## config.mk

```make
export PLATFORM = sky130hd
export DESIGN_NAME = morse_letter_keyer
export DESIGN_NICKNAME = d
export VERILOG_FILES = /design/src/rtl/mlk_pkg.sv /design/src/rtl/morse_letter_keyer.sv /design/src/rtl/mlk_decode.sv /design/src/rtl/mlk_keyer.sv
export VERILOG_INCLUDE_DIRS = /design/src /design/src/rtl
export SDC_FILE = /design/constraint.sdc
export NUM_CORES = 1
export LEC_CHECK = 0
export BUFFER_PORTS_ARGS = -buffer_cell sky130_fd_sc_hd__buf_2
export CAP_MARGIN = 20
export CORE_ASPECT_RATIO = 0.9
export CORE_MARGIN = 2
export CORE_UTILIZATION = 45
export DETAILED_ROUTE_END_ITERATION = 16
export HOLD_SLACK_MARGIN = 0.05
export SLEW_MARGIN = 20
export SYNTH_ARGS = -nofsm -noshare
export SYNTH_HDL_FRONTEND = slang
export SYNTH_SLANG_ARGS = --single-unit
export TNS_END_PERCENT = 20
```

## constraint.sdc

```tcl
create_clock -name clk_i -period 3.13 [get_ports clk_i]
set_clock_uncertainty 0.2 [all_clocks]
set_input_delay 0.313 -clock clk_i [delete_from_list [all_inputs] [get_ports clk_i]]
set_output_delay 0.313 -clock clk_i [all_outputs]
set_load 0.02 [all_outputs]
```

## src/rtl/morse_letter_keyer_assert.svh

```systemverilog
// Assertion macros shared by the keyer RTL.
// No dependencies; clk_i and rst_ni must exist in the including module.
`ifndef MORSE_LETTER_KEYER_ASSERT_SVH
`define MORSE_LETTER_KEYER_ASSERT_SVH
`ifndef NO_ASSERTIONS
`define MLK_ASSERT(lbl, prop) \
  lbl: assert property (@(posedge clk_i) disable iff (!rst_ni) (prop)) \
    else $error("keyer assertion failed");
`define MLK_ASSERT_IMP(lbl, ante, cons) \
  lbl: assert property (@(posedge clk_i) disable iff (!rst_ni) (ante) |-> (cons)) \
    else $error("keyer implication failed");
`define MLK_ASSERT_NXT(lbl, ante, cons) \
  lbl: assert property (@(posedge clk_i) disable iff (!rst_ni) (ante) |=> (cons)) \
    else $error("keyer next-cycle check failed");
`else
`define MLK_ASSERT(lbl, prop)
`define MLK_ASSERT_IMP(lbl, ante, cons)
`define MLK_ASSERT_NXT(lbl, ante, cons)
`endif
`endif

```

## src/rtl/mlk_pkg.sv

```systemverilog
// Shared types, constants and the letter code table for the Morse keyer.
// No dependencies.
`timescale 1ns / 1ps
package mlk_pkg;

  localparam int CODE_BITS = 16;
  localparam int DOT_W     = 10;
  localparam int HOLD_W    = 12;
  localparam int SYM_W     = 3;
  localparam int CHAR_W    = 8;
  localparam int RUN_W     = 3;

  localparam logic [DOT_W-1:0] DOT_TIME_RST = DOT_W'(200);
  localparam logic [7:0]       CHAR_SPACE   = 8'h20;

  typedef enum logic [SYM_W-1:0] {
    SYM_NONE    = 3'd0,
    SYM_DOT     = 3'd1,
    SYM_DASH    = 3'd2,
    SYM_SPACE   = 3'd3,
    SYM_NEWLINE = 3'd4
  } sym_e;

  typedef enum logic [1:0] {
    K_NONE,
    K_LETTER,
    K_SPACE,
    K_NEWLINE
  } kind_e;

  typedef struct packed {
    kind_e                kind;
    logic [CODE_BITS-1:0] pattern;
  } cmd_t;

  // 16-bit left-aligned patterns, 1 = lit dot time
  function automatic logic [15:0] letter_raw(input logic [4:0] idx);
    logic [15:0] p;
    case (idx)
      5'd0:    p = 16'hB800;
      5'd1:    p = 16'hEA80;
      5'd2:    p = 16'hEBA0;
      5'd3:    p = 16'hEA00;
      5'd4:    p = 16'h8000;
      5'd5:    p = 16'hAE80;
      5'd6:    p = 16'hEE80;
      5'd7:    p = 16'hAA00;
      5'd8:    p = 16'hA000;
      5'd9:    p = 16'hBBB8;
      5'd10:   p = 16'hEB80;
      5'd11:   p = 16'hBA80;
      5'd12:   p = 16'hEE00;
      5'd13:   p = 16'hE800;
      5'd14:   p = 16'hEEE0;
      5'd15:   p = 16'hBBA0;
      5'd16:   p = 16'hEEB8;
      5'd17:   p = 16'hBA00;
      5'd18:   p = 16'hA800;
      5'd19:   p = 16'hE000;
      5'd20:   p = 16'hAE00;
      5'd21:   p = 16'hAB80;
      5'd22:   p = 16'hBB80;
      5'd23:   p = 16'hEAE0;
      5'd24:   p = 16'hEBB8;
      5'd25:   p = 16'hEEA0;
      default: p = 16'h0000;
    endcase
    return p;
  endfunction

  // top CODE_BITS bits of the pattern, zero padded below
  function automatic logic [CODE_BITS-1:0] letter_pattern(input logic [4:0] idx);
    logic [CODE_BITS+15:0] wide;
    wide = {letter_raw(idx), {CODE_BITS{1'b0}}};
    return wide[CODE_BITS+15 -: CODE_BITS];
  endfunction

endpackage

```

## src/rtl/morse_letter_keyer.sv

```systemverilog
// Morse keyer top level: config register, byte decode and serial keyer.
// Depends on mlk_pkg, mlk_decode, mlk_keyer.
//
// Usage:
//   Input stream (s_axis_*): one item per byte; tdata = char_code, tuser =
//   action (1 = end of message, char_code ignored). Letters of either case
//   are keyed, a space byte yields a word gap, any other byte is dropped
//   without a result.
//   Output stream (m_axis_*): one item per lamp slot or symbol; tdata packs
//   led_on, hold_ms and symbol, tlast marks the final item of an input.
//   cfg_we_i/cfg_wdata_i load the dot time in ms; write only when idle.
//   Timing: an item is taken when the keyer is idle, then its results leave
//   one per cycle through the output register while the receiver is ready.
//   A letter gives a result per pattern bit (trailing zeros dropped), a
//   symbol-only result for its last lit run and a closing gap. The rate is
//   set by the shift register that walks the pattern one bit per cycle.
//   The next item is accepted as soon as the last result of the current one
//   sits in the output register, even if that result is still stalled.
//   A receiver stall freezes the keyer with the result held on tdata.
//   Reset empties the output register, idles the keyer, dot time = 200.
`timescale 1ns / 1ps
module morse_letter_keyer
  import mlk_pkg::*;
(
  input  logic              clk_i,
  input  logic              rst_ni,
  input  logic              cfg_we_i,
  input  logic [DOT_W-1:0]  cfg_wdata_i,
  input  logic              s_axis_tvalid_i,
  output logic              s_axis_tready_o,
  input  logic [CHAR_W-1:0] s_axis_tdata_i,   // [7:0] char_code
  input  logic              s_axis_tuser_i,   // [0] action
  output logic              m_axis_tvalid_o,
  input  logic              m_axis_tready_i,
  output logic [15:0]       m_axis_tdata_o,   // [0] led_on, [12:1] hold_ms, [15:13] symbol
  output logic              m_axis_tlast_o    // last item of this input
);

  logic [DOT_W-1:0]  dot_time_q;
  cmd_t              cmd;
  logic              led;
  logic [HOLD_W-1:0] hold;
  sym_e              sym;

  // dot time register
  always_ff @(posedge clk_i or negedge rst_ni) begin
    if (!rst_ni) begin
      dot_time_q <= DOT_TIME_RST;
    end else if (cfg_we_i) begin
      dot_time_q <= cfg_wdata_i;
    end
  end

  mlk_decode u_decode (
    .action_i (s_axis_tuser_i),
    .char_i   (s_axis_tdata_i),
    .cmd_o    (cmd)
  );

  mlk_keyer u_keyer (
    .clk_i       (clk_i),
    .rst_ni      (rst_ni),
    .cmd_valid_i (s_axis_tvalid_i),
    .cmd_ready_o (s_axis_tready_o),
    .cmd_i       (cmd),
    .dot_time_i  (dot_time_q),
    .out_ready_i (m_axis_tready_i),
    .out_valid_o (m_axis_tvalid_o),
    .out_led_o   (led),
    .out_hold_o  (hold),
    .out_sym_o   (sym),
    .out_last_o  (m_axis_tlast_o)
  );

  assign m_axis_tdata_o = {sym, hold, led};

endmodule

```

## src/rtl/mlk_decode.sv

```systemverilog
// Character decode: classifies an input byte and looks up its code pattern.
// Depends on mlk_pkg.
`timescale 1ns / 1ps
module mlk_decode
  import mlk_pkg::*;
(
  input  logic              action_i,
  input  logic [CHAR_W-1:0] char_i,
  output cmd_t              cmd_o
);

  logic       is_letter;
  logic [4:0] idx;

  // 'A'..'Z' and 'a'..'z' share ch[4:0] = 1..26 with ch[7:6] = 01
  assign is_letter = (char_i[7:6] == 2'b01) && (char_i[4:0] != 5'd0) &&
                     (char_i[4:0] <= 5'd26);
  assign idx       = char_i[4:0] - 5'd1;

  always_comb begin
    cmd_o.pattern = letter_pattern(idx);
    if (action_i) begin
      cmd_o.kind = K_NEWLINE;
    end else if (char_i == CHAR_SPACE) begin
      cmd_o.kind = K_SPACE;
    end else if (is_letter) begin
      cmd_o.kind = K_LETTER;
    end else begin
      cmd_o.kind = K_NONE;
    end
  end

endmodule

```

## src/rtl/mlk_keyer.sv

```systemverilog
// Bit-serial sequencer: while not stalled, shifts the pattern out one
// slot per cycle into the result register. Uses mlk_pkg, assert header.
`timescale 1ns / 1ps
`include "morse_letter_keyer_assert.svh"
module mlk_keyer
  import mlk_pkg::*;
(
  input  logic              clk_i,
  input  logic              rst_ni,
  input  logic              cmd_valid_i,
  output logic              cmd_ready_o,
  input  cmd_t              cmd_i,
  input  logic [DOT_W-1:0]  dot_time_i,
  input  logic              out_ready_i,
  output logic              out_valid_o,
  output logic              out_led_o,
  output logic [HOLD_W-1:0] out_hold_o,
  output sym_e              out_sym_o,
  output logic              out_last_o
);

  typedef enum logic [2:0] {
    S_IDLE,
    S_BITS,
    S_CLOSE,
    S_SPACE,
    S_NL
  } state_e;

  state_e               state_q;
  logic [CODE_BITS-1:0] sr_q;
  logic [RUN_W-1:0]     run_q;
  logic [1:0]           spc_q;
  logic                 out_valid_q;
  logic                 out_led_q;
  logic [HOLD_W-1:0]    out_hold_q;
  sym_e                 out_sym_q;
  logic                 out_last_q;

  logic              accept;
  logic              emit_ok;
  logic              load;
  logic [HOLD_W-1:0] hold1;
  logic [HOLD_W-1:0] hold3;
  logic [HOLD_W-1:0] hold4;
  sym_e              run_sym;
  logic              sr_empty;

  assign cmd_ready_o = (state_q == S_IDLE);
  assign accept      = cmd_valid_i && cmd_ready_o;
  assign emit_ok     = !out_valid_q || out_ready_i;
  assign load        = (state_q != S_IDLE) && emit_ok;
  assign sr_empty    = (sr_q == '0);

  assign hold1 = HOLD_W'(dot_time_i);
  assign hold3 = HOLD_W'({dot_time_i, 1'b0}) + HOLD_W'(dot_time_i);
  assign hold4 = HOLD_W'({dot_time_i, 2'b00});

  always_comb begin
    case (run_q)
      RUN_W'(1): run_sym = SYM_DOT;
      RUN_W'(3): run_sym = SYM_DASH;
      default:   run_sym = SYM_NONE;
    endcase
  end

  always_ff @(posedge clk_i or negedge rst_ni) begin
    if (!rst_ni) begin
      state_q     <= S_IDLE;
      out_valid_q <= 1'b0;
      run_q       <= '0;
      spc_q       <= '0;
      sr_q        <= '0;
      out_led_q   <= 1'b0;
      out_hold_q  <= '0;
      out_sym_q   <= SYM_NONE;
      out_last_q  <= 1'b0;
    end else begin
      if (!load && out_ready_i) begin
        out_valid_q <= 1'b0;
      end
      case (state_q)
        S_IDLE: begin
          if (accept) begin
            sr_q  <= cmd_i.pattern;
            run_q <= '0;
            spc_q <= '0;
            case (cmd_i.kind)
              K_LETTER:  state_q <= S_BITS;
              K_SPACE:   state_q <= S_SPACE;
              K_NEWLINE: state_q <= S_NL;
              default:   state_q <= S_IDLE;
            endcase
          end
        end
        S_BITS: begin
          if (emit_ok) begin
            out_valid_q <= 1'b1;
            if (!sr_empty) begin
              sr_q       <= {sr_q[CODE_BITS-2:0], 1'b0};
              out_led_q  <= sr_q[CODE_BITS-1];
              out_hold_q <= hold1;
              out_last_q <= 1'b0;
              if (sr_q[CODE_BITS-1]) begin
                out_sym_q <= SYM_NONE;
                if (run_q != RUN_W'(4)) begin
                  run_q <= run_q + RUN_W'(1);
                end
              end else begin
                out_sym_q <= run_sym;
                run_q     <= '0;
              end
            end else if (run_sym != SYM_NONE) begin
              // trailing lit run gets a symbol-only result
              out_led_q  <= 1'b0;
              out_hold_q <= '0;
              out_sym_q  <= run_sym;
              out_last_q <= 1'b0;
              state_q    <= S_CLOSE;
            end else begin
              out_led_q  <= 1'b0;
              out_hold_q <= hold3;
              out_sym_q  <= SYM_SPACE;
              out_last_q <= 1'b1;
              state_q    <= S_IDLE;
            end
          end
        end
        S_CLOSE: begin
          if (emit_ok) begin
            out_valid_q <= 1'b1;
            out_led_q   <= 1'b0;
            out_hold_q  <= hold3;
            out_sym_q   <= SYM_SPACE;
            out_last_q  <= 1'b1;
            state_q     <= S_IDLE;
          end
        end
        S_SPACE: begin
          if (emit_ok) begin
            out_valid_q <= 1'b1;
            out_led_q   <= 1'b0;
            out_hold_q  <= (spc_q == 2'd0) ? hold4 : '0;
            out_sym_q   <= SYM_SPACE;
            out_last_q  <= (spc_q == 2'd2);
            spc_q       <= spc_q + 2'd1;
            if (spc_q == 2'd2) begin
              state_q <= S_IDLE;
            end
          end
        end
        S_NL: begin
          if (emit_ok) begin
            out_valid_q <= 1'b1;
            out_led_q   <= 1'b0;
            out_hold_q  <= '0;
            out_sym_q   <= SYM_NEWLINE;
            out_last_q  <= 1'b1;
            state_q     <= S_IDLE;
          end
        end
        default: state_q <= S_IDLE;
      endcase
    end
  end

  assign out_valid_o = out_valid_q;
  assign out_led_o   = out_led_q;
  assign out_hold_o  = out_hold_q;
  assign out_sym_o   = out_sym_q;
  assign out_last_o  = out_last_q;

  `MLK_ASSERT_NXT(a_letter_starts, accept && (cmd_i.kind == K_LETTER), state_q == S_BITS)
  `MLK_ASSERT_IMP(a_run_bounded, state_q == S_BITS, run_q <= RUN_W'(3))
  `MLK_ASSERT_IMP(a_done_has_last, $fell(state_q != S_IDLE), out_valid_q && out_last_q)
  `MLK_ASSERT_NXT(a_last_ends, load && (state_q == S_NL), state_q == S_IDLE)

endmodule
```

---- After elaboration in Yosys (flattened, before gate mapping) ----
Memories as Yosys holds them, arrays and structs flattened.
Index checks and enable logic that the tools add are counted.
word-level totals
  register bits ........................... 52
  bits in read-only memories .............. 416
  input port bits ......................... 24
  output and inout bits ................... 19
  memories kept ........................... 1
memory list
  memory            words  width  rd ports  clocked after memory_dff  wr ports  RTL line       source
  (name not given)  32     13     1         0                         0         mlk_pkg.sv:39  case (idx)
operators by class
  add/sub/neg operators ................... 4
  $lt $le $gt $ge ......................... 1
  equality and inequality tests ........... 25
  multiplexer cells ....................... 54
  reductions and logical operators ........ 32
operators with widths
  operator                                               count
  2-to-1 mux 12 bit                                      7
  2-to-1 mux 16 bit                                      3
  case mux 12 bit (4 select lines)                       1
  2-to-1 mux 3 bit                                       15
  case mux 16 bit (2 select lines)                       1
  inequality test 2 x 1 -> 1 bit, second input constant  9
  case mux 3 bit (3 select lines)                        2
  logical NOT 16 bit                                     1
  2-to-1 mux 2 bit                                       7
  adder 11 x 10 -> 12 bit                                1
  2-to-1 mux 1 bit                                       12
  case mux 3 bit (4 select lines)                        1
  AND reduction 4 bit                                    3
  nonzero test 3 bit                                     4
  AND reduction 5 bit                                    2
  == test 3 x 2 -> 1 bit, second input constant          3
  == test 8 x 6 -> 1 bit, second input constant          1
  case mux 2 bit (2 select lines)                        2
  == test 2 bit, second input constant                   3
  == test 3 x 1 -> 1 bit, second input constant          2
  inequality test 3 bit, second input constant           2
  case mux 3 bit (2 select lines)                        1
  AND reduction 3 bit                                    2
  AND reduction 6 bit                                    1
  20 further kinds                                       30

---- Longest topological paths before layout ----
  word-level depth ........................ 10
  depth in mapped cells ................... 12

---- Hierarchy ----
A second synthesis with hierarchy kept.
unflattened totals
  cells, all modules ...................... 423
  area total of the unflattened synthesis .. 4015.1 um^2
modules (own cells, without submodules)
  module              instances  cells an instance  area each (um^2)
  mlk_keyer           1          297                2824.0
  mlk_decode          1          104                768.2
  morse_letter_keyer  1          22                 422.9

---- Worst setup path after synthesis ----
No wires, ideal clock.
  path kind ............................... input to register
  start point ............................. input port s_axis_tdata_i[0]
  end point ............................... register u_keyer.sr_q[14]
  setup time .............................. 0.096 ns
  arrival time ............................ 2.329 ns
  required time ........................... 2.834 ns
  setup slack ............................. 0.506 ns
  cell stages on the path ................. 12
  path buffers ............................ 3
  path through ............................ clkbuf_1 > inv_1 > ha_1 > ha_1 > buf_2 > buf_1 > nand2_1 > o21ai_0 > a32oi_1 > o22ai_1 > nor2_1 > o31ai_1
between the ends
  cells in the longest elaborated chain, start to end .. 4
ends and longest elaborated chain
  element                           RTL line                  source
  start, declared                   morse_letter_keyer.sv:31  input logic [CHAR_W-1:0] s_axis_tdata_i,
  subtractor 5 x 1 -> 5 bit         mlk_decode.sv:18          assign idx = char_i[4:0] - 5'd1;
  memory (32 x 13 bit)              --
  2-to-1 mux 16 bit                 mlk_keyer.sv:84           if (accept) begin
  case mux 16 bit (2 select lines)  mlk_keyer.sv:82           case (state_q)
  end signal, assigned              mlk_keyer.sv:85           sr_q <= cmd_i.pattern;
  end signal, assigned              mlk_keyer.sv:100          sr_q <= {sr_q[CODE_BITS-2:0], 1'b0};
  end, declared                     mlk_keyer.sv:31           logic [CODE_BITS-1:0] sr_q;
Every way passes these cells. The select of a mux whose other input is x is not followed.
A chain may end at the register's enable or synchronous reset.

---- Worst setup path after layout ----
Ends and elaborated chain as after synthesis.

==> flow_metrics.tcl <==
set metrics [dict create \
    clock-root-buffer "clkbuf_8" \
    cts_setup_buffers 0 \
    cts_tree "yes" \
    port_buffers 42 \
    die_h_um 90.3 \
    synth.top_cell.area_share 0.309 \
    grt_use_total 0.208 \
    run_status "finished clean" \
    finalSetupViolCount 0 \
    clkTransAtPathRegs_ns 0.10 \
    rows 31 \
    coreArea_mm2 0.00803 \
    cp-end-kind "flip-flop" \
    clock_path_buffers 2 \
    syn_inst 434 \
    initial_core_util 0.464 \
    worstPathRequired_ns 3.14 \
    relSlewSlack 0.514 \
    leakage_nw 1.83 \
    async_flop_share 1.00 \
    critPathBufInv 2 \
    grt_antenna_before_repair 0 \
    yosysWarnings 0 \
    fmax_ghz 0.379 \
    worstSetupStartpoint "s_axis_tdata_i[0]" \
    p_sw_mw 1.53 \
    post-route-util 0.521 \
    drtPass1Iterations 4 \
    internal_power_mw 1.71 \
    critPathMaxStageDelay_ns 0.55 \
    reg2reg_from "dot_time_q[3]" \
    yosys-top-cells-area "dfrtp_1, ha_1, nand2_1" \
    viasPerCell 5.77 \
    min_period_ns 2.64 \
    critical_path.cell_chain "buf_2 > inv_1 > ha_1 > ha_1 > or2_2 > o21ai_0 > a32oi_1 > o22ai_1 > nor2_1 > o31ai_1" \
    wire_per_inst_um 15.7 \
    yosys.cell_count.top_type "nand2_1" \
    hp-class "input pin to flip-flop" \
    avgSynthCellArea_um2 8.58 \
    grt_max_degree 27 \
    pre_cts_slack_ns 0.209 \
    grt-ovfl-total 0 \
    fillers 762 \
    netlist_top_cells_count "nand2_1, dfrtp_1, nor2_1" \
    hold_slack_ns 0.0923 \
    p_clk_frac 0.119 \
    crit_fanout 18 \
    dieArea_mm2 0.00902 \
    synth-edff-count 0 \
    via_count 3324 \
    start_kind "input pin" \
    ir_drop_v 0.000293 \
    die-width_um 99.9 \
    htreeDepth 2 \
    cts_hold_buf 11 \
    wl_um 9050 \
    final_max_slew_viol_count 0 \
    worst_slack_ns 0.489 \
    hold_start "s_axis_tuser_i" \
    max-cap-violations 0 \
    final_antenna_net_count 0 \
    nets 526 \
    timing.final.crit_share 0.844 \
    rsz0062_at_grt "false" \
    num_antenna_cells 0 \
    crit_type "input pin to flip-flop" \
    syn_area_mm2 0.00372 \
    drt_iter0_drc 152 \
    routabilityCongestion 0.883 \
    ys_seq_area_frac 0.330 \
    cp_top_family "adder cells" \
    area_growth_pct 12.3 \
    synth_area_leader_cell "dfrtp_1" \
    tightest_slew_ns 0.727 \
    hold_viol 0 \
    crit_arrival_ns 2.65 \
    io_pins 43 \
    synth_nets 484 \
    pwr-share-seq 0.340 \
    drive_gt1_frac 0.187 \
    swShare 0.473 \
    cts_buffers 5 \
    power.density_mw_per_mm2 774 \
    synth_top_flop_cell "dfrtp_1" \
    crit_top_cell "ha_1" \
    drc 0 \
    setup_tns_ns 0 \
    place_hpwl_um 6610 \
    grt_pass1_wl_um 15300 \
    cp_slowest_cell "ha_1" \
    ctsResizeCount 0 \
    ys_types 78 \
    cts.sinks 49 \
    pwr-share-comb 0.541 \
    grt_pass1_vias 3148 \
    clk_latency_ns 0.31 \
    yosys_register_bits 49 \
]
## routing by layer
layer / track usage / up-vias / wire, um
li1: - / 1670 / -
met1: 0.322 / 1577 / 4610
met2: 0.298 / 72 / 3960
met3: 0.0441 / 5 / 408
met4: 0.0422 / 0 / 61
met5: 0 / - / 0
## cells by family (layout without fill, tap and decap cells)
| logic type | after synthesis | count (layout) | share of synthesized area |
|---|---|---|---|
| DFF | 49 | 49 | 0.330 |
| buffers and inverters | 47 | 90 | 0.0595 |
| xor gates and xnor gates | 9 | 9 | 0.0232 |
| AOI/OAI and AO/OA | 143 | 143 | 0.259 |
| adders and majority gates | 26 | 26 | 0.0894 |
| and+or+nand+nor | 150 | 150 | 0.209 |
| muxes | 10 | 10 | 0.0296 |
## cell usage in the layout, fill, tap and decap left out, types with 5 or more instances in the layout
cell,instances
dlygate4sd3_1,11
ha_1,25
o31ai_1,7
buf_4,6
dfrtp_1,46
inv_1,22
nor2b_1,5
nand3_1,11
mux2_2,8
o21ai_1,11
a221oi_1,9
nand2_1,51
a31oi_1,8
a211oi_1,6
nor2_1,40
nor3_1,7
clkbuf_8,5
a21oi_1,34
o21ai_0,23
buf_2,42
xnor2_1,8
## power by group through the flow
| stage | clock network (mW) | logic (mW) | registers (mW) |
|---|---|---|---|
| after floorplan | 0 | 1.22 | 1.16 |
| after global placement | 0 | 1.71 | 1.11 |
| after detailed placement | 0 | 1.73 | 1.11 |
| after CTS | 0.399 | 1.76 | 1.10 |
| after global routing | 0.425 | 1.96 | 1.14 |
| final | 0.383 | 1.75 | 1.10 |
## tightest hold or removal path, stage by stage
cell	delay, ns
buf_2	0.10
a22oi_1	0.06
nor2_1	0.09
## state kept, by name, summed over array words and instances (netlist names), 2 cells and up
name,count
u_keyer.spc_q,2
u_keyer.run_q,3
u_keyer.state_q,3
u_keyer.out_sym_o,3
dot_time_q,10
u_keyer.sr_q,13
u_keyer.out_hold_o,12
## final cells by class
cell class | count | area (um^2) | area share
clock buffer | 6 | 72.6 | 0.0174
clock inverter | 2 | 13.8 | 0.00329
inverter | 22 | 82.6 | 0.0198
multi-input combinational | 338 | 2270 | 0.544
sequential | 49 | 1230 | 0.294
tap | 99 | 124 | 0.0296
timing repair buffer | 60 | 385 | 0.0922
## stage by stage
stage	std cells	area [um^2]	total power, mW
6_report	576	4180	3.23
5_1_grt	576	4180	3.52
4_1_cts	576	4180	3.26
3_5_place_dp	557	3980	2.84
3_3_place_gp	556	3960	2.82
2_1_floorplan	434	3720	2.38
## final timing paths
kind                       depth (start not counted)  slack (ns)                      to
max reg2reg                                        7        0.62  u_keyer.out_hold_o[11]
min                                                3        0.09      u_keyer.state_q[2]
min reg2reg                                        1        0.29       u_keyer.out_led_o
max in group asynchronous                          4        1.66           dot_time_q[7]
max                                               10        0.49        u_keyer.sr_q[14]
min in group asynchronous                          2        0.33    u_keyer.out_sym_o[2]
(Power assumes the default switching activity.)
